## config.mk

```make
export PLATFORM = sky130hd
export DESIGN_NAME = pss_cell
export DESIGN_NICKNAME = d
export VERILOG_FILES = /design/src/rtl/pss_pkg.sv /design/src/rtl/pss_cell.sv
export SDC_FILE = /design/constraint.sdc
export NUM_CORES = 1
export LEC_CHECK = 0
export ABC_AREA = 1
export BUFFER_PORTS_ARGS = -buffer_cell sky130_fd_sc_hd__buf_2
export CELL_PAD_IN_SITES_DETAIL_PLACEMENT = 1
export CELL_PAD_IN_SITES_GLOBAL_PLACEMENT = 1
export CORE_AREA = 3 3 87 89
export DETAILED_ROUTE_END_ITERATION = 16
export DIE_AREA = 0 0 90 92
export HOLD_SLACK_MARGIN = 0.06
export PLACE_DENSITY_LB_ADDON = 0.15
export SKIP_LAST_GASP = 1
export SLEW_MARGIN = 0
export SYNTH_ARGS = -nofsm -noshare
export SYNTH_HDL_FRONTEND = slang
export SYNTH_SLANG_ARGS = --single-unit
```

## constraint.sdc

```tcl
create_clock -name i_clk -period 4.1 [get_ports i_clk]
set_input_delay 1.025 -clock i_clk [delete_from_list [all_inputs] [get_ports i_clk]]
set_output_delay 1.025 -clock i_clk [all_outputs]
set_load 0.03 [all_outputs]
```

## src/rtl/pss_pkg.sv

```systemverilog
package pss_pkg;

    localparam int DATA_W    = 32;
    localparam int OP_W      = 3;
    localparam int POS_W     = 7;
    localparam int CNT_W     = 7;
    localparam int ST_W      = 2;
    localparam int DEPTH_DEF = 64;
    // cells per first-level read group
    localparam int GRP       = 8;

    localparam logic [OP_W-1:0] OP_INS_FRONT = 3'd0;
    localparam logic [OP_W-1:0] OP_INS_BACK  = 3'd1;
    localparam logic [OP_W-1:0] OP_INS_POS   = 3'd2;
    localparam logic [OP_W-1:0] OP_REM_FRONT = 3'd3;
    localparam logic [OP_W-1:0] OP_REM_BACK  = 3'd4;
    localparam logic [OP_W-1:0] OP_REM_POS   = 3'd5;
    localparam logic [OP_W-1:0] OP_READ      = 3'd6;

    localparam logic [ST_W-1:0] ST_OK     = 2'd0;
    localparam logic [ST_W-1:0] ST_BADPOS = 2'd1;
    localparam logic [ST_W-1:0] ST_EMPTY  = 2'd2;
    localparam logic [ST_W-1:0] ST_FULL   = 2'd3;

    // command broadcast to every cell of the chain
    typedef struct packed {
        logic              ins;
        logic              rem;
        logic              rd_en;
        logic [CNT_W-1:0]  idx;
        logic [DATA_W-1:0] value;
    } t_cell_cmd;

endpackage

```

## src/rtl/pss_cell.sv

```systemverilog
module pss_cell #(
    parameter int IDX = 0
) (
    input  logic                          i_clk,
    input  pss_pkg::t_cell_cmd            i_cmd,
    input  logic [pss_pkg::DATA_W-1:0]    i_left,
    input  logic [pss_pkg::DATA_W-1:0]    i_right,
    output logic [pss_pkg::DATA_W-1:0]    o_data,
    output logic [pss_pkg::DATA_W-1:0]    o_read
);
    import pss_pkg::*;

    localparam logic [CNT_W-1:0] MY_IDX = CNT_W'(IDX);

    logic [DATA_W-1:0] r_data;

    // insert: cells behind the gap take the left neighbour, the gap takes the new value
    // remove: cells from the gap onward take the right neighbour
    always_ff @(posedge i_clk) begin
        if (i_cmd.ins) begin
            if (MY_IDX > i_cmd.idx) begin
                r_data <= i_left;
            end else if (MY_IDX == i_cmd.idx) begin
                r_data <= i_cmd.value;
            end
        end else if (i_cmd.rem) begin
            if (MY_IDX >= i_cmd.idx) begin
                r_data <= i_right;
            end
        end
    end

    assign o_data = r_data;
    assign o_read = (i_cmd.rd_en && (MY_IDX == i_cmd.idx)) ? r_data : '0;

endmodule

```

* Word-level counts from Yosys, hierarchy flattened *
Cells that the tools add are included.

operators by class
  order comparisons = 2
  eq/ne operators = 1
  multiplexer cells = 6
  reductions and logical operators = 5

operators with widths
  operator                                                                            number
  32-bit 2-to-1 mux                                                                   6
  1-bit by 7-bit greater-or-equal comparator with 1-bit output, first input constant  1
  1-bit by 7-bit greater-than comparator with 1-bit output, first input constant      1
  7-bit logical NOT                                                                   1
  2-bit nonzero test                                                                  2
  3-bit by 1-bit inequality test with 1-bit output, second input constant             1
  3-bit AND reduction                                                                 1
  1-bit logical AND                                                                   1

storage, ports and cells
  register bits after elaboration = 32
  input port bits = 107
  output and inout port bits = 64
  logic and storage cells = 15

* Logic depth before layout (Yosys ltp) *
Gate-level depths: netlist (run 1).

  depth after elaboration = 4
  mapped depth = 6
  gate-level depth less buffers = 5

* Worst setup path before layout (run 1) *
No wires, ideal clock.

  path type = input to register
  start = input port i_cmd[36] (netlist name)
  end = register r_data[0], in the netlist o_data[0], enable pin
  library setup time = 0.421 ns
  arrival time = 2.695 ns
  data required time = 3.679 ns
  setup slack = 0.984 ns
  stages = 5
  buffers on the path = 0
  cells stage by stage = inv_1 nand2_1 nor2_2 nand2_1 nor2_1

on the way
  cells in the longest elaborated chain, start to end = 3
  elaborated cells on any way between the ends = 6
  those cells by class = order compare: 2; eq/ne: 1; reduce/logical: 3

RTL lines
  element                                                                                                  line            text
  start, declared                                                                                          pss_cell.sv:5   input pss_pkg::t_cell_cmd i_cmd,
  1-bit by 7-bit greater-than comparator with 1-bit output, or another cell as far along                   pss_cell.sv:21  if (MY_IDX > i_cmd.idx) begin
  3-bit by 1-bit inequality test with 1-bit output (no source line) or 2-bit nonzero test (tied branches)  n/a
  3-bit AND reduction (no source line) (*)                                                                 n/a
  end signal, assigned                                                                                     pss_cell.sv:22  r_data <= i_left;
  end signal, assigned                                                                                     pss_cell.sv:24  r_data <= i_cmd.value;
  end signal, assigned                                                                                     pss_cell.sv:28  r_data <= i_right;
  end, declared                                                                                            pss_cell.sv:15  logic [DATA_W-1:0] r_data;

Every way passes the cells marked *; elsewhere a longest branch is shown, timed or not.
A chain may end at the register's enable or synchronous reset.

* Final worst setup path (run 1) *
  start = input port i_cmd[36] (netlist name)
  end = output port o_read[25] (netlist name)

on the way
  cells in the longest elaborated chain, start to end = 3

RTL lines
  element            line            text
  7-bit logical NOT  pss_cell.sv:34  assign o_read = (i_cmd.rd_en && (MY_IDX == i_cmd.idx)) ? r_data : '0;
  1-bit logical AND  pss_cell.sv:34
  32-bit 2-to-1 mux  pss_cell.sv:34
  end, declared      pss_cell.sv:9   output logic [pss_pkg::DATA_W-1:0] o_read

Every way passes these cells.

==> results.md, run 1 <==
- Max Buffers Root-to-Sink: 2
- Cells on Worst Hold Path: 2
- WP buf/inv: 4
- Flops & latches, synth: 32
- First-pass GRT wire length: 8.40 mm
- Root Buffer: clkbuf_8
- Max cap viols: 0
- # H-tree levels: 2
- Outcome: completed
- Hold endpoint: o_data[27]
- Mean area per synthesized cell: 12.1 µm²
- Final WL: 5.16 mm
- Initial antenna violation count: 0
- Hold-fix buffers at CTS: 0
- Postcts setup bufs: 0
- Hold Path Class: input pin to register
- Hold path startpoint: i_right[27]
- Sequential area share after synthesis: 52.8%
- Setup CP Type: input pin to primary output
- Min Hold Slack: around 1.0 ns
- Final setup fails: 0
- Lkg Pwr: 1.37 nW
- Vias per cell: 3.96
- FP Rows: 30
- Synth area leader: edfxtp_1
- Die area: 8280 µm²
- Initial Util: between 20% and 30%
- Share of layout cells above drive strength 1: 72.5%
- Post-Syn Nets: roughly 260
- Arr. time, crit path: 2.24 ns
- Post-DP HPWL: roughly 4 mm
- Tot GR Track Use: 12.8%
- Drt pass-1 iters: 3
- Routability cong.: 0.643
- Area delta synth->final: 46.6%
- Fmax: 0.306 GHz
- I/O pin cnt: between 150 and 200
- Remaining DRCs: 0
- Post-synth top area share: 52.8%
- Via Count: 1532
- Final hold vios: 0
- ANT nets after route: 0
- Largest net degree at the start of global routing: 33
- Synth area leaders: edfxtp_1 53%, mux2_2 17%, nor2_2 10%, inv_1 7.8%, buf_6 4.3%
- GR Overflow Total: 0
- Die height: slightly above 90 µm
- Sink Count: 32
- Final Cycle Share: 79.7%
- Worst ir drop on vdd: between 0.0001 and 0.00015 V
- DR WL/cell: between 10 and 15 µm
- Combinational share of power: 12.2%
- Critical Path Source Type: input pin
- CP endpoint kind: primary output
- Reg clk slew, reported paths: roughly 0.070 ns
- Synthesis warning total: 0
- Post-Route Setup TNS: 0 ns
- Int Pwr: 0.535 mW
- Antenna cells: 0
- Post-CTS sizing: 0
- Synth Instances: 150
- Die width: 90 µm
- Port-buffer cells: 138
- Unrepaired setup endpoints after global routing: false
- Area of the core: 6830 µm²
- Crit path largest cell delay: 0.28 ns
- CTS tree: yes
- Cts bufs inserted: 5
- Net Sw Power: 0.149 mW
- Fillers: 820
- Vias in the first global route: 1696
- Worst-path cell chain: buf_2 > inv_1 > nand2_1 > nor2_2 > nand3_4 > buf_12 > nor2_2 > buf_2
- Library cells used by synthesis: 10
- CP Max Fanout: 18
- Fin crit period: 3.27 ns
- Top delay family on crit path: buffers and inverters
- Highest-delay cell along the critical path: nand3_4
- Netlist Area Pre-Place: 1820 µm²
- Final Max Slew Viols: 0
- Max-slew headroom: 35.8%
- PwrDens: 256 nW/µm²
- Reg power frac: 53.4%
- Iteration-0 DRC Markers: 29
- Critical Path Source: i_cmd[36]
- Nets: ~400
- Net Sw Frac: a little over a fifth
- Largest register FFs: 32
- CP Data Required Time: 3.07 ns
- Worst path depth: 8
- Clock network fraction of design power: 34.4%
- Slew @ Worst Pin: about 0.96 ns
-- cell type report --
class                      count  area, µm²  share of cell area [%]
timing repair buffer         140        718                    26.9
clock inverter                 1       3.75                   0.141
tap                           96        120                    4.50
clock buffer                   7       76.3                    2.86
sequential                    32        961                    36.0
multi-input combinational     73        644                    24.2
inverter                      38        143                    5.35
-- per-layer routing --
layer | part of all wire [%] | vias to the layer above | GRT usage [%]
met5 | 0 | - | 0
met3 | 8.6 | 6 | 4.84
met4 | 1.2 | 0 | 3.83
met2 | 53 | 75 | 24.1
met1 | 37 | 701 | 13.1
li1 | - | 750 | -
-- synthesized netlist by cell type --
library cell  instances
inv_1                38
edfxtp_1             32
nor2_2               30
mux2_2               27
buf_6                 7
mux2_4                5
nand2_1               4
nor2_1                4
nor2_4                2
nand3_4               1
-- worst max-delay path by stage --
stage                      end  slack [ns]
floorplan            o_data[0]        0.98
CTS                 o_read[25]        0.79
global placement    o_read[31]        0.82
detailed placement  o_read[25]        0.79
global route         o_read[0]        0.71
finish              o_read[25]        0.83
-- stage by stage --
stage               cells  power, mW  utilization, %  setup slack (ns)  instance area, µm²
floorplan             150      0.419               -             0.984                1820
global placement      379      0.455            37.9             0.825                2590
detailed placement    379      0.458            37.9             0.791                2590
CTS                   387      0.696            39.0             0.788                2670
global route          387      0.719            39.0             0.709                2670
finish                387      0.683            39.0             0.832                2670
-- power by group through the flow --
stage                     clock network, mW  registers (mW)  logic [mW]
after floorplan                           0           0.376      0.0434
after global placement                    0           0.372      0.0831
after detailed placement                  0           0.372      0.0854
after CTS                             0.246           0.365      0.0859
after global routing                  0.259           0.365      0.0945
final                                 0.235           0.365      0.0835
-- logic make-up (layout without fill, tap and decap cells) --
kind of cell	after synthesis	after routing	share of synthesized area, %
AND/OR/NAND/NOR	41	41	14.2
multiplexers	32	32	20.8
buffers and inverters	45	186	12.2
flip-flops	32	32	52.8
-- placed cells by master (no fill, tap or decap), drive strengths merged --
master / synthesis / layout
buf: 7 / 140
inv: 38 / 38
nor2: 36 / 36
edfxtp: 32 / 32
mux2: 32 / 32
clkbuf: 0 / 7
nand2: 4 / 4
nand3: 1 / 1
clkinv: 0 / 1
Power figures use the tool's default switching activity.
==> inputs of run 2 (changes only) <==
- CORE_AREA: 3 3 87 89 -> 3 3 90 92
- DIE_AREA: 0 0 90 92 -> 0 0 93 95
- clock period: 4.1 -> 3.1 ns (I/O delays scaled with it)
==> run 2 against run 1 <==
Non-clock buffer count grew 2; combinational power grew 33%; wire length grew 0.72%; total power grew 32%; sequential share of layout area shrank 0.051 points; worst setup slack lost 0.27 ns; clock-buffer cell count shrank 1; sequential cell count is the same; critical path depth is the same; die area grew 6.7%; final cell count grew 1.0%; critical path type unchanged; critical endpoint is now o_read[31]; largest cell class unchanged; largest power group unchanged.
==> results.md, run 2 (synthesis gave the netlist of run 1 again) <==
- Outcome: completed (unchanged)
- ANT nets after route: 0 (unchanged)
- Setup CP Type: input pin to primary output (unchanged)
- Crit path largest cell delay: 0.23 ns (was 0.28 ns)
- Die area: 8840 µm² (was 8280 µm²)
- Via Count: 1541 (was 1532)
- Final setup fails: 0 (unchanged)
- Worst path depth: 8 (unchanged)
- Sink Count: 32 (unchanged)
- CP Max Fanout: 17 (was 18)
- Hold Path Class: input pin to register (unchanged)
- PwrDens: 337 nW/µm² (was 256 nW/µm²)
- Fmax: 0.395 GHz
- CTS tree: yes (unchanged)
- Port-buffer cells: 138 (unchanged)
- First-pass GRT wire length: 8.22 mm (was 8.40 mm)
- Nets: 399 (was 397)
- Multi-input logic area: 644 µm² (unchanged)
- Hold-fix buffers at CTS: 0 (unchanged)
- Routability cong.: 0.648 (was 0.643)
- DR WL/cell: 13.3 µm (about the same)
- Postcts setup bufs: 0 (unchanged)
- Initial Util: 24.9% (was 26.6%)
- Arr. time, crit path: 1.76 ns (was 2.24 ns)
- Post-DP HPWL: 4.20 mm (was 4.06 mm)
- CP endpoint kind: primary output (unchanged)
- FP Rows: 31 (was 30)
- Largest register FFs: 32 (unchanged)
- Final hold vios: 0 (unchanged)
- Slew @ Worst Pin: 0.457 ns (was 0.960 ns)
- Reg clk slew, reported paths: 0.07 ns (about the same)
- GR Overflow Total: 0 (unchanged)
- Max-slew headroom: 69.5% (was 35.8%)
- WP buf/inv: 4 (unchanged)
- Share of layout cells above drive strength 1: 73.3% (was 72.5%)
- Max Buffers Root-to-Sink: 2 (unchanged)
- Die height: 95 µm (was 92 µm)
- Cells on Worst Hold Path: 2 (unchanged)
- Seq. cell area: 961 µm² (unchanged)
- Commonest non-fill, non-tap cell in the layout: buf_2 (unchanged)
- CP Data Required Time: 2.32 ns (was 3.07 ns)
- Worst-path cell chain: buf_2 > inv_1 > nand2_1 > nor2_2 > nand3_4 > buf_4 > nor2_1 > buf_2 (was buf_2 > inv_1 > nand2_1 > nor2_2 > nand3_4 > buf_12 > nor2_2 > buf_2)
- Root Buffer: clkbuf_8 (unchanged)
- Final Max Slew Viols: 0 (unchanged)
- Most frequent cells in the layout: 138 x buf_2, 38 x inv_1, 32 x edfxtp_1, 30 x nor2_2, 27 x mux2_2 (unchanged)
- Crit path top cell by count: buf_2
- Initial antenna violation count: 0 (unchanged)
- Iteration-0 DRC Markers: 39 (was 29)
- Cts bufs inserted: 5 (unchanged)
- Area delta synth->final: 46.8% (was 46.6%)
- Post-Route Setup TNS: 0 ns (unchanged)
- Fillers: 893 (was 820)
- Largest net degree at the start of global routing: 33 (unchanged)
- Remaining DRCs: 0 (unchanged)
- Area of the core: 7290 µm² (was 6830 µm²)
- Vias in the first global route: 1682 (was 1696)
- Drt pass-1 iters: 4 (was 3)
- Vias per cell: 3.94 (was 3.96)
- Post-CTS sizing: 0 (unchanged)
- Max cap viols: 0 (unchanged)
- Worst ir drop on vdd: 0.000126 V (was 0.000140 V)
- Final WL: 5.20 mm (was 5.16 mm)
- Fin crit period: 2.53 ns
- Critical Path Source Type: input pin (unchanged)
- Final Cycle Share: between 80 and 90%
- Antenna cells: 0 (unchanged)
- Top delay family on crit path: buffers and inverters (unchanged)
- Die width: 93 µm (was 90 µm)
- Unrepaired setup endpoints after global routing: false (unchanged)
- Lkg Pwr: 1.37 nW (about the same)
- # H-tree levels: 2 (unchanged)
- I/O pin cnt: 171 (unchanged)
- Highest-delay cell along the critical path: buf_4 (was nand3_4)
- Overall power: 0.900 mW (was 0.683 mW)
- Tot GR Track Use: 12.1% (was 12.8%)
-- run 2: cell types whose count changed in the layout (fill, tap and decap cells not counted) --
cell	previous run	this run
buf_4	1	4
buf_12	1	0
clkbuf_1	2	1
clkinv_1	1	0
clkinv_2	0	1
-- run 2: cell type report --
class / count / area share [%]
clock buffer: 6 / 2.72
tap: 99 / 4.64
multi-input combinational: 73 / 24.1
inverter: 38 / 5.34
timing repair buffer: 142 / 27.0
clock inverter: 1 / 0.187
sequential: 32 / 36.0
-- run 2: worst paths after layout --
kind | start | endpoint | slack (ns)
max | i_cmd[36] | o_read[31] | 0.57
min | i_cmd[9] | o_data[9] | 0.79
-- run 2: power by group --
group          switching (mW)  internal [mW]
clock                   0.154          0.153
combinational          0.0418         0.0693
sequential           0.000970          0.482
-- run 2: metal layers --
| metal | vias to the layer above | GRT usage, % | wire, µm |
|---|---|---|---|
| li1 | 754 | - | - |
| met1 | 706 | 12.1 | 1850 |
| met2 | 79 | 22.7 | 2760 |
| met3 | 2 | 5.34 | 556 |
| met4 | 0 | 3.66 | 29 |
| met5 | - | 0 | 0 |
-- run 2: through the flow --
step	hold slack, ns	util [%]	cells	area (µm²)	setup slack, ns
finish	0.793	36.6	391	2670	0.566
global route	0.781	36.6	391	2670	0.434
CTS	0.778	36.6	391	2670	0.530
detailed placement	1.08	35.6	384	2590	0.535
global placement	1.08	35.6	384	2590	0.547
floorplan	0.992	-	150	1820	0.234
==> inputs of run 3 (changes only) <==
- CORE_AREA: 3 3 90 92 -> 3 3 93 95
- DIE_AREA: 0 0 93 95 -> 0 0 96 98
- clock period: 3.1 -> 2.1 ns (I/O delays scaled with it)
==> run 3 against run 2 <==
Combinational power is 55% higher; sequential cell count unchanged; first-iteration DRC count up 2.6%; via count increased by 0.97%; wire length grew 2.8%; clock power increased by 46%; critical path type unchanged; largest cell class unchanged.
==> results.md, run 3 (synthesis gave the netlist of run 1 again) <==
- Iteration-0 DRC Markers: 40 (was 39)
- CTS tree: yes (unchanged)
- Final core occ: 35.0% (was 36.6%)
- I/O pin cnt: 171 (unchanged)
- Overall power: 1.33 mW (was 0.900 mW)
- Fmax: 0.501 GHz
- # H-tree levels: 2 (unchanged)
- Tot GR Track Use: 11.3% (was 12.1%)
- GR Overflow Total: 0 (unchanged)
- Antenna cells: 0 (unchanged)
- Vias in the first global route: 1651 (was 1682)
- Commonest non-fill, non-tap cell in the layout: buf_2 (unchanged)
- Final Max Slew Viols: 0 (unchanged)
- Routability cong.: 0.621 (was 0.648)
- Sink Count: 32 (unchanged)
- Initial Util: 23.3% (was 24.9%)
- Vias per cell: 3.91 (was 3.94)
- Slew @ Worst Pin: 0.232 ns (was 0.457 ns)
- Final WL: 5.34 mm (was 5.20 mm)
- Drt pass-1 iters: 3 (was 4)
- Final setup fails: 0 (unchanged)
- DR WL/cell: 13.4 µm (was 13.3 µm)
- Worst setup margin: 0.104 ns (was 0.566 ns)
- CP Max Fanout: 11 (was 17)
- First-pass GRT wire length: 8.08 mm (was 8.22 mm)
- Hold Path Class: input pin to register (unchanged)
- Remaining DRCs: 0 (unchanged)
- Min Hold Slack: 0.547 ns (was 0.793 ns)
- Area of the core: 7810 µm² (was 7290 µm²)
- FP Rows: 32 (was 31)
- Root Buffer: clkbuf_8 (unchanged)
- Max cap viols: 0 (unchanged)
- Worst ir drop on vdd: 0.000265 V (was 0.000126 V)
- Share of layout cells above drive strength 1: 73.6% (was 73.3%)
- CP Data Required Time: 1.57 ns (was 2.32 ns)
- Max Buffers Root-to-Sink: 2 (unchanged)
- Reg clk slew, reported paths: 0.07 ns (about the same)
- Nets: 402 (was 399)
- Outcome: completed (unchanged)
- Postcts setup bufs: 0 (unchanged)
- Critical Path Source Type: input pin (unchanged)
- Arr. time, crit path: 1.47 ns (was 1.76 ns)
- Layout Cells excl Fill: 398 (was 391)
- Fin crit period: 2.00 ns
- Fillers: 944 (was 893)
- Post-CTS sizing: 0 (unchanged)
- Largest register FFs: 32 (unchanged)
- Port-buffer cells: 138 (unchanged)
- Lkg Pwr: 1.39 nW (was 1.37 nW)
- Max-slew headroom: 84.5% (was 69.5%)
- PwrDens: 487 nW/µm² (was 337 nW/µm²)
- Die height: 98 µm (was 95 µm)
- Hold-fix buffers at CTS: 0 (unchanged)
- Setup CP Type: input pin to primary output (unchanged)
- Area delta synth->final: 50.3% (was 46.8%)
- Initial antenna violation count: 0 (unchanged)
- Unrepaired setup endpoints after global routing: true (was false)
- CP endpoint kind: primary output (unchanged)
- Die area: 9410 µm² (was 8840 µm²)
- Most frequent cells in the layout: 132 x buf_2, 38 x inv_1, 32 x edfxtp_1, 29 x nor2_2, 27 x mux2_2 (was 138 x buf_2, 38 x inv_1, 32 x edfxtp_1, 30 x nor2_2, 27 x mux2_2)
- Placed cell count: 390 (was 384)
- Die width: 96 µm (was 93 µm)
- Via Count: 1556 (was 1541)
- Cts bufs inserted: 5 (unchanged)
- Final hold vios: 0 (unchanged)
- Final Cycle Share: 95.0%
- Largest net degree at the start of global routing: 22 (was 33)
- Place WS: 0.0359 ns (was 0.535 ns)
- Post-DP HPWL: 4.44 mm (was 4.20 mm)
- ANT nets after route: 0 (unchanged)
==> run 3: metrics by stage <==
step / setup TNS, ns / instance area [µm²]
4_1_cts: 0 / 2710
6_report: 0 / 2730
3_5_place_dp: 0 / 2630
2_1_floorplan: 0 / 1820
3_3_place_gp: 0 / 2630
5_1_grt: -0.0254 / 2730
==> run 3: power by group <==
group / internal (mW) / switching, mW / leakage [nW]
sequential: 0.711 / 0.00147 / 0.288
clock: 0.225 / 0.224 / 0.0453
combinational: 0.107 / 0.0651 / 1.06
total: 1.04 / 0.290 / 1.39
==> run 3: path summary, 6_finish.rpt <==
path	endpoint	slack, ns	cells past startpoint	start
setup / recovery	o_read[8]	0.10	8	i_cmd[36]
hold / removal	o_data[6]	0.55	2	i_cmd[6]
==> run 3: routing by layer <==
metal	vias to the layer above	track usage [%]	share of wire, %	wire [µm]
met1	726	11.6	35	1890
li1	760	-	-	-
met3	2	3.85	8.8	468
met4	0	3.28	0.73	39
met2	68	21.0	55	2950
met5	-	0	0	0
==> run 3: critical path, stage by stage <==
cell      delay, ns
buf_2          0.09
inv_1          0.04
nand2_1        0.08
nor2_4         0.14
nand3_4        0.09
buf_4          0.21
nor2_2         0.10
clkbuf_4       0.19
==> run 3: final cells by class <==
cell class	count	area [µm²]	share of cell area (%)
timing repair buffer	145	771	28.2
multi-input combinational	73	649	23.8
clock buffer	5	68.8	2.52
clock inverter	3	13.8	0.503
inverter	38	143	5.22
tap	102	128	4.67
sequential	32	961	35.1
