<file path="config.mk">
export PLATFORM = sky130hd
export DESIGN_NAME = pss_ctrl
export DESIGN_NICKNAME = d
export VERILOG_FILES = /design/src/rtl/pss_pkg.sv /design/src/rtl/pss_ctrl.sv
export SDC_FILE = /design/constraint.sdc
export NUM_CORES = 1
export LEC_CHECK = 0
export BUFFER_PORTS_ARGS = -buffer_cell sky130_fd_sc_hd__buf_2
export CAP_MARGIN = 40
export CORE_ASPECT_RATIO = 1.2
export CORE_MARGIN = 8
export CORE_UTILIZATION = 42
export DETAILED_ROUTE_END_ITERATION = 10
export PLACE_DENSITY = 0.85
export SLEW_MARGIN = 20
export SYNTH_ARGS = -nofsm -noshare
export SYNTH_HDL_FRONTEND = slang
export SYNTH_SLANG_ARGS = --single-unit
</file>
<file path="constraint.sdc">
create_clock -name vclk -period 7.4
set_input_delay 1.48 -clock vclk [all_inputs]
set_output_delay 1.48 -clock vclk [all_outputs]
set_load 0.01 [all_outputs]
</file>
<file path="src/rtl/pss_pkg.sv">
package pss_pkg;

    localparam int DATA_W    = 32;
    localparam int OP_W      = 3;
    localparam int POS_W     = 7;
    localparam int CNT_W     = 7;
    localparam int ST_W      = 2;
    localparam int DEPTH_DEF = 64;
    // cells per first-level read group
    localparam int GRP       = 8;

    localparam logic [OP_W-1:0] OP_INS_FRONT = 3'd0;
    localparam logic [OP_W-1:0] OP_INS_BACK  = 3'd1;
    localparam logic [OP_W-1:0] OP_INS_POS   = 3'd2;
    localparam logic [OP_W-1:0] OP_REM_FRONT = 3'd3;
    localparam logic [OP_W-1:0] OP_REM_BACK  = 3'd4;
    localparam logic [OP_W-1:0] OP_REM_POS   = 3'd5;
    localparam logic [OP_W-1:0] OP_READ      = 3'd6;

    localparam logic [ST_W-1:0] ST_OK     = 2'd0;
    localparam logic [ST_W-1:0] ST_BADPOS = 2'd1;
    localparam logic [ST_W-1:0] ST_EMPTY  = 2'd2;
    localparam logic [ST_W-1:0] ST_FULL   = 2'd3;

    // command broadcast to every cell of the chain
    typedef struct packed {
        logic              ins;
        logic              rem;
        logic              rd_en;
        logic [CNT_W-1:0]  idx;
        logic [DATA_W-1:0] value;
    } t_cell_cmd;

endpackage

</file>
<file path="src/rtl/pss_ctrl.sv">
module pss_ctrl #(
    parameter int DEPTH = pss_pkg::DEPTH_DEF
) (
    input  logic [pss_pkg::OP_W-1:0]    i_op,
    input  logic [pss_pkg::DATA_W-1:0]  i_value,
    input  logic [pss_pkg::POS_W-1:0]   i_pos,
    input  logic [pss_pkg::CNT_W-1:0]   i_count,
    output pss_pkg::t_cell_cmd          o_cmd,
    output logic [pss_pkg::ST_W-1:0]    o_status,
    output logic [pss_pkg::CNT_W-1:0]   o_count
);
    import pss_pkg::*;

    logic             full;
    logic             empty;
    logic             pos_zero;
    logic             ins_pos_bad;
    logic             pos_bad;
    logic [CNT_W-1:0] pos_idx;

    assign full        = (i_count >= CNT_W'(DEPTH));
    assign empty       = (i_count == '0);
    assign pos_zero    = (i_pos == '0);
    assign ins_pos_bad = pos_zero
                         || ({1'b0, i_pos} > ({1'b0, i_count} + (CNT_W+1)'(1)));
    assign pos_bad     = pos_zero || (i_pos > i_count);
    assign pos_idx     = i_pos - CNT_W'(1);

    always_comb begin
        o_cmd       = '0;
        o_cmd.value = i_value;
        o_status    = ST_OK;
        o_count     = i_count;
        unique case (i_op)
            OP_INS_FRONT, OP_INS_BACK: begin
                if (full) begin
                    o_status = ST_FULL;
                end else begin
                    o_cmd.ins = 1'b1;
                    o_cmd.idx = (i_op == OP_INS_FRONT) ? '0 : i_count;
                    o_count   = i_count + CNT_W'(1);
                end
            end
            OP_INS_POS: begin
                if (ins_pos_bad) begin
                    o_status = ST_BADPOS;
                end else if (full) begin
                    o_status = ST_FULL;
                end else begin
                    o_cmd.ins = 1'b1;
                    o_cmd.idx = pos_idx;
                    o_count   = i_count + CNT_W'(1);
                end
            end
            OP_REM_FRONT, OP_REM_BACK: begin
                if (empty) begin
                    o_status = ST_EMPTY;
                end else begin
                    o_cmd.rem = 1'b1;
                    o_cmd.idx = (i_op == OP_REM_FRONT) ? '0 : (i_count - CNT_W'(1));
                    o_count   = i_count - CNT_W'(1);
                end
            end
            OP_REM_POS: begin
                if (empty) begin
                    o_status = ST_EMPTY;
                end else if (pos_bad) begin
                    o_status = ST_BADPOS;
                end else begin
                    o_cmd.rem = 1'b1;
                    o_cmd.idx = pos_idx;
                    o_count   = i_count - CNT_W'(1);
                end
            end
            OP_READ: begin
                if (pos_bad) begin
                    o_status = ST_BADPOS;
                end else begin
                    o_cmd.rd_en = 1'b1;
                    o_cmd.idx   = pos_idx;
                end
            end
            default: begin
                // unused code: no change, status ok
            end
        endcase
    end

endmodule

</file>
# Word-level counts from Yosys, hierarchy flattened
# Index checks and enable logic that the tools add are counted.
[word_totals]
reg_bits = 0
elab_cells = 50
input_bits = 49
output_inout_bits = 51
[classes]
muxes = 30
magnitude_cmp = 3
n_eq_ne = 6
reduce_logical = 7
add_sub_neg = 4
[ops]
columns = ["op", "n"]
rows = [
  ["7-bit 2-to-1 mux", 13],
  ["7-bit one-hot mux with 5 select lines", 1],
  ["7-bit one-hot mux with 4 select lines", 1],
  ["7-bit zero test", 2],
  ["7-bit by 1-bit subtractor with 7-bit output (second input constant)", 2],
  ["2-bit one-hot mux with 5 select lines", 1],
  ["3-bit equality test (second input constant)", 3],
  ["7-bit by 1-bit adder with 8-bit output (second input constant)", 1],
  ["7-bit by 8-bit greater-than comparator with 1-bit output", 1],
  ["2-bit 2-to-1 mux", 4],
  ["8-bit 2-to-1 mux", 1],
  ["7-bit by 1-bit adder with 7-bit output (second input constant)", 1],
  ["7-bit greater-or-equal comparator (second input constant)", 1],
  ["7-bit greater-than comparator", 1],
  ["1-bit 2-to-1 mux", 7],
  ["3-bit by 2-bit equality test with 1-bit output (second input constant)", 2],
  ["1-bit one-hot mux with 2 select lines", 2],
  ["2-bit OR reduction", 2],
  ["3-bit by 1-bit equality test with 1-bit output (second input constant)", 1],
  ["3-bit zero test", 1],
  ["1-bit logical OR", 2],
]

# Longest topological paths before layout
# Gate-level depths: netlist of run 1.
[logic_depth]
word_depth = 5
depth_mapped = 12
depth_no_buf = 11

# Worst setup path before layout of run 1
# No wires, ideal clock.
[synth_timing]
path_type = "input to output"
start = "input port i_count[6] (netlist bit)"
end = "output port o_count[3] (netlist bit)"
required_time_ps = 5920
path_buffers = 1
t_arrival_ps = 3890
setup_slack_ps = 2030
stages = 9
path_cell_list = "clkbuf_1 -> clkinv_1 -> ha_1 -> nand4_1 -> or3_1 -> o31a_1 -> o31ai_1 -> nand3_1 -> a32oi_1"
[synth_via]
elab_chain_cells = 5
word_cells_on_any_way = 13
cone_classes = "1 x add/sub; 3 x order compare; 6 x mux; 3 x reduce/logical"
[synth_lines]
columns = ["element", "line", "rtl"]
rows = [
  ["start, declared", "pss_ctrl.sv:7", "input logic [pss_pkg::CNT_W-1:0] i_count,"],
  ["7-bit by 1-bit adder with 8-bit output or 7-bit greater-than comparator (tied branches)", "pss_ctrl.sv:25, pss_ctrl.sv:26", ""],
  ["7-bit by 8-bit greater-than comparator with 1-bit output or 1-bit logical OR (tied branches)", "pss_ctrl.sv:25, pss_ctrl.sv:26", ""],
  ["1-bit logical OR or 7-bit 2-to-1 mux (tied branches)", "pss_ctrl.sv:25, pss_ctrl.sv:67", ""],
  ["7-bit 2-to-1 mux, on equally long branches", "pss_ctrl.sv:45, pss_ctrl.sv:65", ""],
  ["7-bit one-hot mux with 4 select lines (*)", "pss_ctrl.sv:34", "unique case (i_op)"],
  ["end, declared", "pss_ctrl.sv:10", "output logic [pss_pkg::CNT_W-1:0] o_count"],
]
# Mark *: on every way between the ends. The rest lies on a longest branch, timed or not.

# Worst setup path in the final report of run 1
[layout_timing]
start = "input port i_count[0] (netlist bit)"
end = "output port o_count[5] (netlist bit)"
# The elaborated chain is that of the path after synthesis.

==> results of run 1 <==
## metal layers
| layer | GRT usage, % | up-vias | wire length (µm) |
|---|---|---|---|
| li1 | - | 878 | - |
| met1 | 20.4 | 868 | 2160 |
| met2 | 25.2 | 106 | 2410 |
| met3 | 2.59 | 18 | 444 |
| met4 | 5.28 | 0 | 151 |
| met5 | 0 | - | 0 |
## worst paths after layout
path	start	to	slack, ns	cells past startpoint
hold / removal	i_value[10]	o_cmd[10]	2.96	0
setup / recovery	i_count[0]	o_count[5]	1.22	12
## cell type report
cell class	instances	area (µm²)
repair buffers	37	185
fillers	461	2260
inverters	13	48.8
well taps	54	67.6
multi-input cells	190	1310
## metrics by stage
stage	worst slack, ns	hold WS (ns)	total power, W
floorplan	2.03	3.05	0.0000910
global placement	1.34	2.96	0.000104
detailed placement	1.29	2.96	0.000107
CTS	1.29	2.96	0.000108
global route	0.950	2.96	0.000121
finish	1.22	2.96	0.000110
## kinds of logic (layout without fill, tap and decap cells)
kind of cell,count (synthesis),in the layout
AO/OA/AOI/OAI,72,72
XOR/XNOR,10,10
adder cells (fa/ha/maj),18,18
buffers and inverters,58,50
multiplexers,1,1
AND/OR/NAND/NOR,89,89
## where the power goes
| group | internal [W] | switching, W |
|---|---|---|
| Sequential | 0 | 0 |
| Clock | 0 | 0 |
| Combinational | 0.0000420 | 0.0000678 |
## synthesized netlist by cell type, drive strengths merged, types with 2 or more instances
| master | number | area share [%] |
|---|---|---|
| inv | 11 | 2.5 |
| a21oi | 10 | 3.0 |
| nor2 | 16 | 3.6 |
| nand3 | 13 | 3.9 |
| o221ai | 3 | 1.6 |
| a31oi | 2 | 0.75 |
| clkbuf | 7 | 1.6 |
| and2 | 3 | 1.1 |
| or3 | 2 | 0.75 |
| a32oi | 2 | 1.1 |
| o31a | 2 | 1.1 |
| nor3 | 12 | 4.2 |
| nand3b | 2 | 0.90 |
| xor2 | 2 | 1.1 |
| o2111ai | 2 | 1.1 |
| nand2b | 4 | 1.5 |
| o311ai | 2 | 2.1 |
| a21o | 3 | 1.4 |
| a22oi | 4 | 1.8 |
| clkinv | 2 | 0.45 |
| o31ai | 4 | 1.8 |
| nor4 | 3 | 1.1 |
| buf | 38 | 16 |
| o22ai | 2 | 0.75 |
| xnor2 | 8 | 4.2 |
| a311oi | 2 | 1.1 |
| nand2 | 22 | 5.1 |
| o21ai | 20 | 6.0 |
| ha | 18 | 14 |
| nand4 | 5 | 2.3 |
| a211oi | 6 | 3.0 |
## layout by cell type (no fill, tap or decap), types with 4 or more instances in the layout
cell      instances
a211oi_1          5
a21oi_1          10
a22oi_1           4
buf_2            37
ha_1             18
inv_1            11
nand2_1          21
nand2b_1          4
nand3_1          13
nand4_1           4
nor2_1           16
nor3_1           10
o21ai_0          18
o31ai_1           4
xnor2_1           8
==> flow_summary.ini, run 1 <==
[status]
outcome = finished, final reports clean

[yosys]
synthesis.area_um2 = 1660
synth-simple-area-share_pct = 27.8
synthesis.nets = 315
synth-xor-area-share_pct = 5.27
yosys_warnings = 0
synthMuxAreaShare_pct = 0.677
syn_avg_cell_area_um2 = 6.71
synth-seq-area-share_pct = 0
ys_types = 56
synth_top_family_by_area = compound AO/OA/AOI/OAI gates
synth_compound_area_share_pct = 31.7
synth_adder_area_share_pct = 13.5
synth_cells = 248

[final_layout]
final_cell_area_um2 = 1620
fin_util_pct = 41.6
antenna_cells = 0
area_growth_syn_to_layout_pct = -2.86
layout.cells.non_filler = 294
n_clock_buffer = 0
layout.nets = 309
layout-drive-gt1-share_pct = 19.2
regArea_um2 = 0
seq_cells = 0

[placement]
place_area_um2 = 1610
dp_hpwl_mm = 4.07
io_buffer_count = 36
dp.cells = 293
routabilityCongestion = 1.00

[critical_path]
crit_fanout = 11
critPathMaxStageDelay_ns = 0.72
cp.required_ns = 5.92
crit_chain = buf_2, clkinv_1, ha_1, inv_1, ha_1, nor2b_1, o2111ai_1, nand3_1, a211oi_2, a2111oi_4, a22oi_1, buf_2
cp-start-kind = input pin
cp_top_family = compound AO/OA/AOI/OAI gates
cpMaxStageDelayCell = a211oi_2
cp-end-kind = output port
cp.arrival_ns = 4.70
crit_buf_inv = 4
critPathKind = in2out

[global_route]
grt_max_degree = 19
grt_pass1_vias = 1778
grt_use_total_pct = 15.8
antenna_found_initial = 0
grt_pass1_wl_mm = 8.42
grt-ovfl-total = 0

[pwr]
irDropWorstVdd_uv = 31.4
p_per_area_nw_per_um2 = 68.0
leakagePower_nw = 0.681

[timing]
setup_tns_ns = 0
fmax_ghz = 0.162
fin_crit_sh_pct = 83.6
relSlewSlack_pct = 44.7
drv_slew = 0
finalHoldViolations = 0
setup_viol = 0
period_minus_slack_ns = 6.18
rsz0062_at_grt = no
worst_slew_pin_slew_ns = 0.829

[drt]
finalWirelength_mm = 5.17
first_pass_iters = 4
drc = 0
vias = 1870
via_per_inst = 6.36
ant_nets = 0
wl_per_cell_um = 17.6
drt_iter0_drc = 183

[floorplanning]
die_h_um = 84.9
core_area_um2 = 3880
boundaryPins = 100
placementRows = 25
die_w_um = 73.4
die_area_um2 = 6240
initial_utilization_pct = 42.9

[hold_path]
hold_path_class = in2out

[cts]
cts_resized = 0
hold_buffers = 0
cts_setup_buffers = 0

[job]
cap_violations = 0
No activity file was read; power rests on OpenSTA's default activity.
==> inputs of run 2 (changes only) <==
--- a/config.mk
+++ b/config.mk
@@ -5,6 +5,7 @@
 export SDC_FILE = /design/constraint.sdc
 export NUM_CORES = 1
 export LEC_CHECK = 0
+export ABC_AREA = 1
 export BUFFER_PORTS_ARGS = -buffer_cell sky130_fd_sc_hd__buf_2
 export CAP_MARGIN = 40
 export CORE_ASPECT_RATIO = 1.2
==> constraint.sdc (replaced) <==
create_clock -name vclk -period 6
set_input_delay 1.2 -clock vclk [all_inputs]
set_output_delay 1.2 -clock vclk [all_outputs]
set_load 0.01 [all_outputs]
==> run 2 against run 1 <==
Non-clock buffer count fell by 1. Utilization is 0.27 points higher. Via count fell by 4.3%. Area after synthesis rose by 1.3%. Wire length decreased by 14%. Combinational power rose by 20%. Critical endpoint is now o_cmd[36]. Highest routed layer unchanged.
==> flow_summary.ini, run 2 <==
[status]
outcome = finished, final reports clean

[critical_path]
critPathKind = in2out
cpMostUsedCell = nand2_1
endpoint = o_cmd[36]
cp-end-kind = output port
cp.arrival_ns = 3.70
crit_fanout = 9
cpMaxStageDelayCell = ha_1
crit_chain = buf_2, ha_1, nand2_1, nor2_1, inv_1, o21ai_0, o21ai_0, ha_1, nand3_1, a21oi_2, nand2_1, a21boi_4, nand3_2, nand2_4, nand2_1, nand2_1, buf_2
critPathMaxStageDelay_ns = 0.34
cp-start-kind = input pin
cp.required_ns = 4.80
worstSetupStartpoint = i_count[0]

[timing]
fmax_ghz = 0.204
period_minus_slack_ns = 4.90
drv_slew = 0
finalHoldViolations = 0
setup_tns_ns = 0
rsz0062_at_grt = no
relSlewSlack_pct = 64.8
setup_viol = 0
fin_crit_sh_pct = 81.6
worst_slew_pin_slew_ns = 0.526

[final_layout]
layout.nets = 359
layout-drive-gt1-share_pct = 22.4
multiInputGateArea_um2 = 1230
num-fill-cells = 422
antenna_cells = 0
n_clock_buffer = 0
area_growth_syn_to_layout_pct = -2.67
seq_cells = 0
mostFrequentLayoutCells = nand2_1 (80), buf_2 (36), inv_1 (35), nor2_1 (20), ha_1 (18)
regArea_um2 = 0
final_common_cell = nand2_1

[yosys]
synthesis.nets = 359
synthesis.area_um2 = 1680
synth_cells = 292
synthMuxAreaShare_pct = 0
synth_adder_area_share_pct = 13.4
synth.area.top_cells = nand2_1 (18%), buf_4 (15%), ha_1 (13%), inv_1 (7.8%), xor2_1 (5.2%)
synthMostInstantiatedCell = nand2_1
synth_area_leader_cell = nand2_1
synth-seq-area-share_pct = 0
synth-xor-area-share_pct = 6.24
synth_top_family_by_area = simple AND/OR/NAND/NOR gates
syn_avg_cell_area_um2 = 5.77
yosys_warnings = 0
synth-simple-area-share_pct = 40.6
synthTopCellsByCount = nand2_1 (80), inv_1 (35), buf_4 (34)
synth_compound_area_share_pct = 13.2
ys_types = 31
synth_top_area_share_pct = 17.8

[pwr]
leakagePower_nw = 0.923
irDropWorstVdd_uv = 27.1
switching_share_pct = 64.4
clkPwrFrac_pct = 0
power.switching_w = 0.0000852
p_per_area_nw_per_um2 = 80.7
intPower_w = 0.0000471
power.total_w = 0.000132
p_comb_share_pct = 100.0
seq_power_share_pct = 0

[drt]
vias = 1790
finalWirelength_mm = 4.47
ant_nets = 0
first_pass_iters = 4
drt_iter0_drc = 132
via_per_inst = 5.20
wl_per_cell_um = 13.0
drc = 0

[cts]
cts_setup_buffers = 0
hold_buffers = 0
cts_resized = 0

[placement]
dp_hpwl_mm = 3.80
routabilityCongestion = 1.04
io_buffer_count = 36

[floorplanning]
placementRows = 25
boundaryPins = 100
die_w_um = 73.8
initial_utilization_pct = 43.1
core_area_um2 = 3910
die_h_um = 85.4
die_area_um2 = 6300

[global_route]
grt-ovfl-total = 0
antenna_found_initial = 0
grt_max_degree = 18
grt_pass1_wl_mm = 7.73
grt_pass1_vias = 1740
grt_use_total_pct = 14.4

[job]
cap_violations = 0

[hold_path]
hold_path_class = in2out
## run 2: how the worst min path moves through the flow
stage | slack [ns] | end | depth (start not counted) | startpoint
floorplan | 2.45 | o_cmd[39] | 1 | i_op[0]
global placement | 2.40 | o_cmd[11] | 0 | i_value[11]
detailed placement | 2.40 | o_cmd[11] | 0 | i_value[11]
CTS | 2.40 | o_cmd[11] | 0 | i_value[11]
global route | 2.40 | o_cmd[12] | 0 | i_value[12]
finish | 2.40 | o_cmd[12] | 0 | i_value[12]
## run 2: cell type report
| cell class | count | share of cell area (%) |
|---|---|---|
| well taps | 54 | 4.12 |
| multi-input cells | 213 | 75.3 |
| repair buffers | 36 | 11.0 |
| inverters | 41 | 9.54 |
## run 2: cell families (layout without fill, tap and decap cells)
group / Yosys count / in the layout
AND/OR/NAND/NOR: 147 / 147
XOR/XNOR: 12 / 12
adder cells (fa/ha/maj): 18 / 18
buffers and inverters: 79 / 77
AO/OA/AOI/OAI: 36 / 36
## run 2: per-stage QoR
step           cell area [µm²]  instances  hold WS (ns)  util, %  worst slack (ns)
2_1_floorplan             1680        292          2.45        -              1.72
3_3_place_gp              1640        344          2.40     41.9              1.20
3_5_place_dp              1640        344          2.40     41.9              1.11
4_1_cts                   1640        344          2.40     41.9              1.11
5_1_grt                   1640        344          2.40     41.9             0.795
6_report                  1640        344          2.40     41.9              1.10
## run 2: per-layer routing
layer  GRT usage (%)  wire length (µm)  vias up
met5               0                 0        -
met4            5.83               175        0
met3            2.36               311       19
met2            27.6              2330       80
met1            14.6              1650      796
li1                -                 -      895
## run 2: worst max-delay path: cells and delay by family
family	cells	cell delay [ns]
buf+inv	3	0.39
fa+ha+maj	2	0.56
simple gates	8	0.79
compound gates	4	0.75
## run 2: power by group through the flow
stage	clock network [W]	registers (W)	logic [W]
final	0	0	0.000132
after global routing	0	0	0.000150
after CTS	0	0	0.000133
after detailed placement	0	0	0.000132
after global placement	0	0	0.000129
after floorplan	0	0	0.000114
==> inputs of run 3 (changes only) <==
==> constraint.sdc (replaced) <==
create_clock -name vclk -period 4.7
set_input_delay 0.94 -clock vclk [all_inputs]
set_output_delay 0.94 -clock vclk [all_outputs]
set_load 0.01 [all_outputs]
==> run 3 against run 2 <==
Critical path depth unchanged. Sequential share of layout area unchanged. Utilization increased by 0.38 points. Worst hold slack got worse by 0.52 ns. Final cell count increased by 0.58%. Die area unchanged. Largest power group unchanged. Highest routed layer unchanged.
==> flow_summary.ini, run 3 (synthesis gave the netlist of run 2 again) <==
[status]
outcome = finished, final reports clean

[critical_path]
critPathMaxStageDelay_ns = 0.34
cp.arrival_ns = 3.37
cp.required_ns = 3.76
critPathKind = in2out
crit_chain = buf_2, ha_1, nand2_1, nor2_1, inv_1, o21ai_0, o21ai_0, ha_1, nand3_1, a21oi_2, nand2_1, a21boi_4, nand3_2, nand2_4, nand2_1, nand2_1, buf_2
worstSetupStartpoint = i_count[1]
crit_buf_inv = 3
cpMostUsedCell = nand2_1
cpMaxStageDelayCell = ha_1
cp-end-kind = output port
crit_fanout = 7
cp_top_family = simple AND/OR/NAND/NOR gates
cp-start-kind = input pin

[timing]
worst_slew_pin_slew_ns = 0.518
period_minus_slack_ns = 4.31
fin_crit_sh_pct = 91.7
drv_slew = 0
setup_viol = 0
setup_tns_ns = 0
finalHoldViolations = 0
rsz0062_at_grt = no
fmax_ghz = 0.232
fin_hold_ws_ns = 1.88
relSlewSlack_pct = 65.3
fin_ws_ns = 0.391

[global_route]
grt_pass1_vias = 1813
grt_max_degree = 17
grt_pass1_wl_mm = 7.60
grt-ovfl-total = 0
grt_use_total_pct = 14.2
antenna_found_initial = 0

[final_layout]
multiInputGateArea_um2 = 1230
final_common_cell = nand2_1
mostFrequentLayoutCells = nand2_1 (80), buf_2 (36), inv_1 (35), nor2_1 (20), ha_1 (18)
num-fill-cells = 439
regArea_um2 = 0
seq_cells = 0
antenna_cells = 0
layout.nets = 361
area_growth_syn_to_layout_pct = -1.78
final_cell_area_um2 = 1650
n_clock_buffer = 0
layout-drive-gt1-share_pct = 22.9
layout.cells.non_filler = 346

[drt]
drc = 0
via_per_inst = 5.23
drt_iter0_drc = 71
first_pass_iters = 4
ant_nets = 0
finalWirelength_mm = 4.53
vias = 1810
wl_per_cell_um = 13.1

[placement]
dp_slack_ns = 0.406
dp.cells = 346
routabilityCongestion = 0.946
dp_hpwl_mm = 3.92
io_buffer_count = 36
place_area_um2 = 1650

[floorplanning]
boundaryPins = 100
die_h_um = 85.4
placementRows = 25
core_area_um2 = 3910
die_w_um = 73.8
die_area_um2 = 6300
initial_utilization_pct = 43.1

[pwr]
switching_share_pct = 64.0
leakagePower_nw = 0.932
clkPwrFrac_pct = 0
p_comb_share_pct = 100.0
intPower_w = 0.0000614
p_per_area_nw_per_um2 = 103
seq_power_share_pct = 0
power.switching_w = 0.000109
irDropWorstVdd_uv = 41.1

[cts]
hold_buffers = 0
cts_resized = 0
cts_setup_buffers = 0

[hold_path]
hold_start = i_value[12]
hold_path_class = in2out
hold_depth = 0
hold_end = o_cmd[12]

[job]
cap_violations = 0
==> run 3: final cells by class <==
| class | count | share of cell area (%) |
|---|---|---|
| Timing Repair Buffer | 38 | 11.8 |
| Tap cell | 54 | 4.08 |
| Multi-Input combinational cell | 213 | 74.7 |
| Inverter | 41 | 9.46 |
==> run 3: metrics by stage <==
| stage | power (W) | utilization (%) |
|---|---|---|
| 4_1_cts | 0.000171 | 42.3 |
| 2_1_floorplan | 0.000146 | - |
| 6_report | 0.000171 | 42.3 |
| 3_5_place_dp | 0.000170 | 42.3 |
| 3_3_place_gp | 0.000166 | 42.3 |
| 5_1_grt | 0.000193 | 42.3 |
==> run 3: worst max-delay path by stage <==
stage                             to  slack (ns)  cells past startpoint
after detailed placement   o_cmd[37]        0.41                     17
after global placement     o_cmd[37]        0.48                     17
final                      o_cmd[37]        0.39                     17
after floorplan            o_cmd[32]        0.94                     15
after global routing      o_count[2]        0.01                     17
after CTS                  o_cmd[37]        0.40                     17
==> run 3: metal layers <==
layer	track usage [%]	routed length (µm)	part of all wire [%]
met5	0	0	0
met2	26.5	2300	51
met1	13.6	1690	37
met4	8.38	226	5.0
met3	2.95	315	7.0
==> run 3: power groups by stage <==
stage / clock network [W] / logic (W) / registers, W
after detailed placement: 0 / 0.000170 / 0
after CTS: 0 / 0.000171 / 0
after floorplan: 0 / 0.000146 / 0
final: 0 / 0.000171 / 0
after global placement: 0 / 0.000166 / 0
after global routing: 0 / 0.000193 / 0
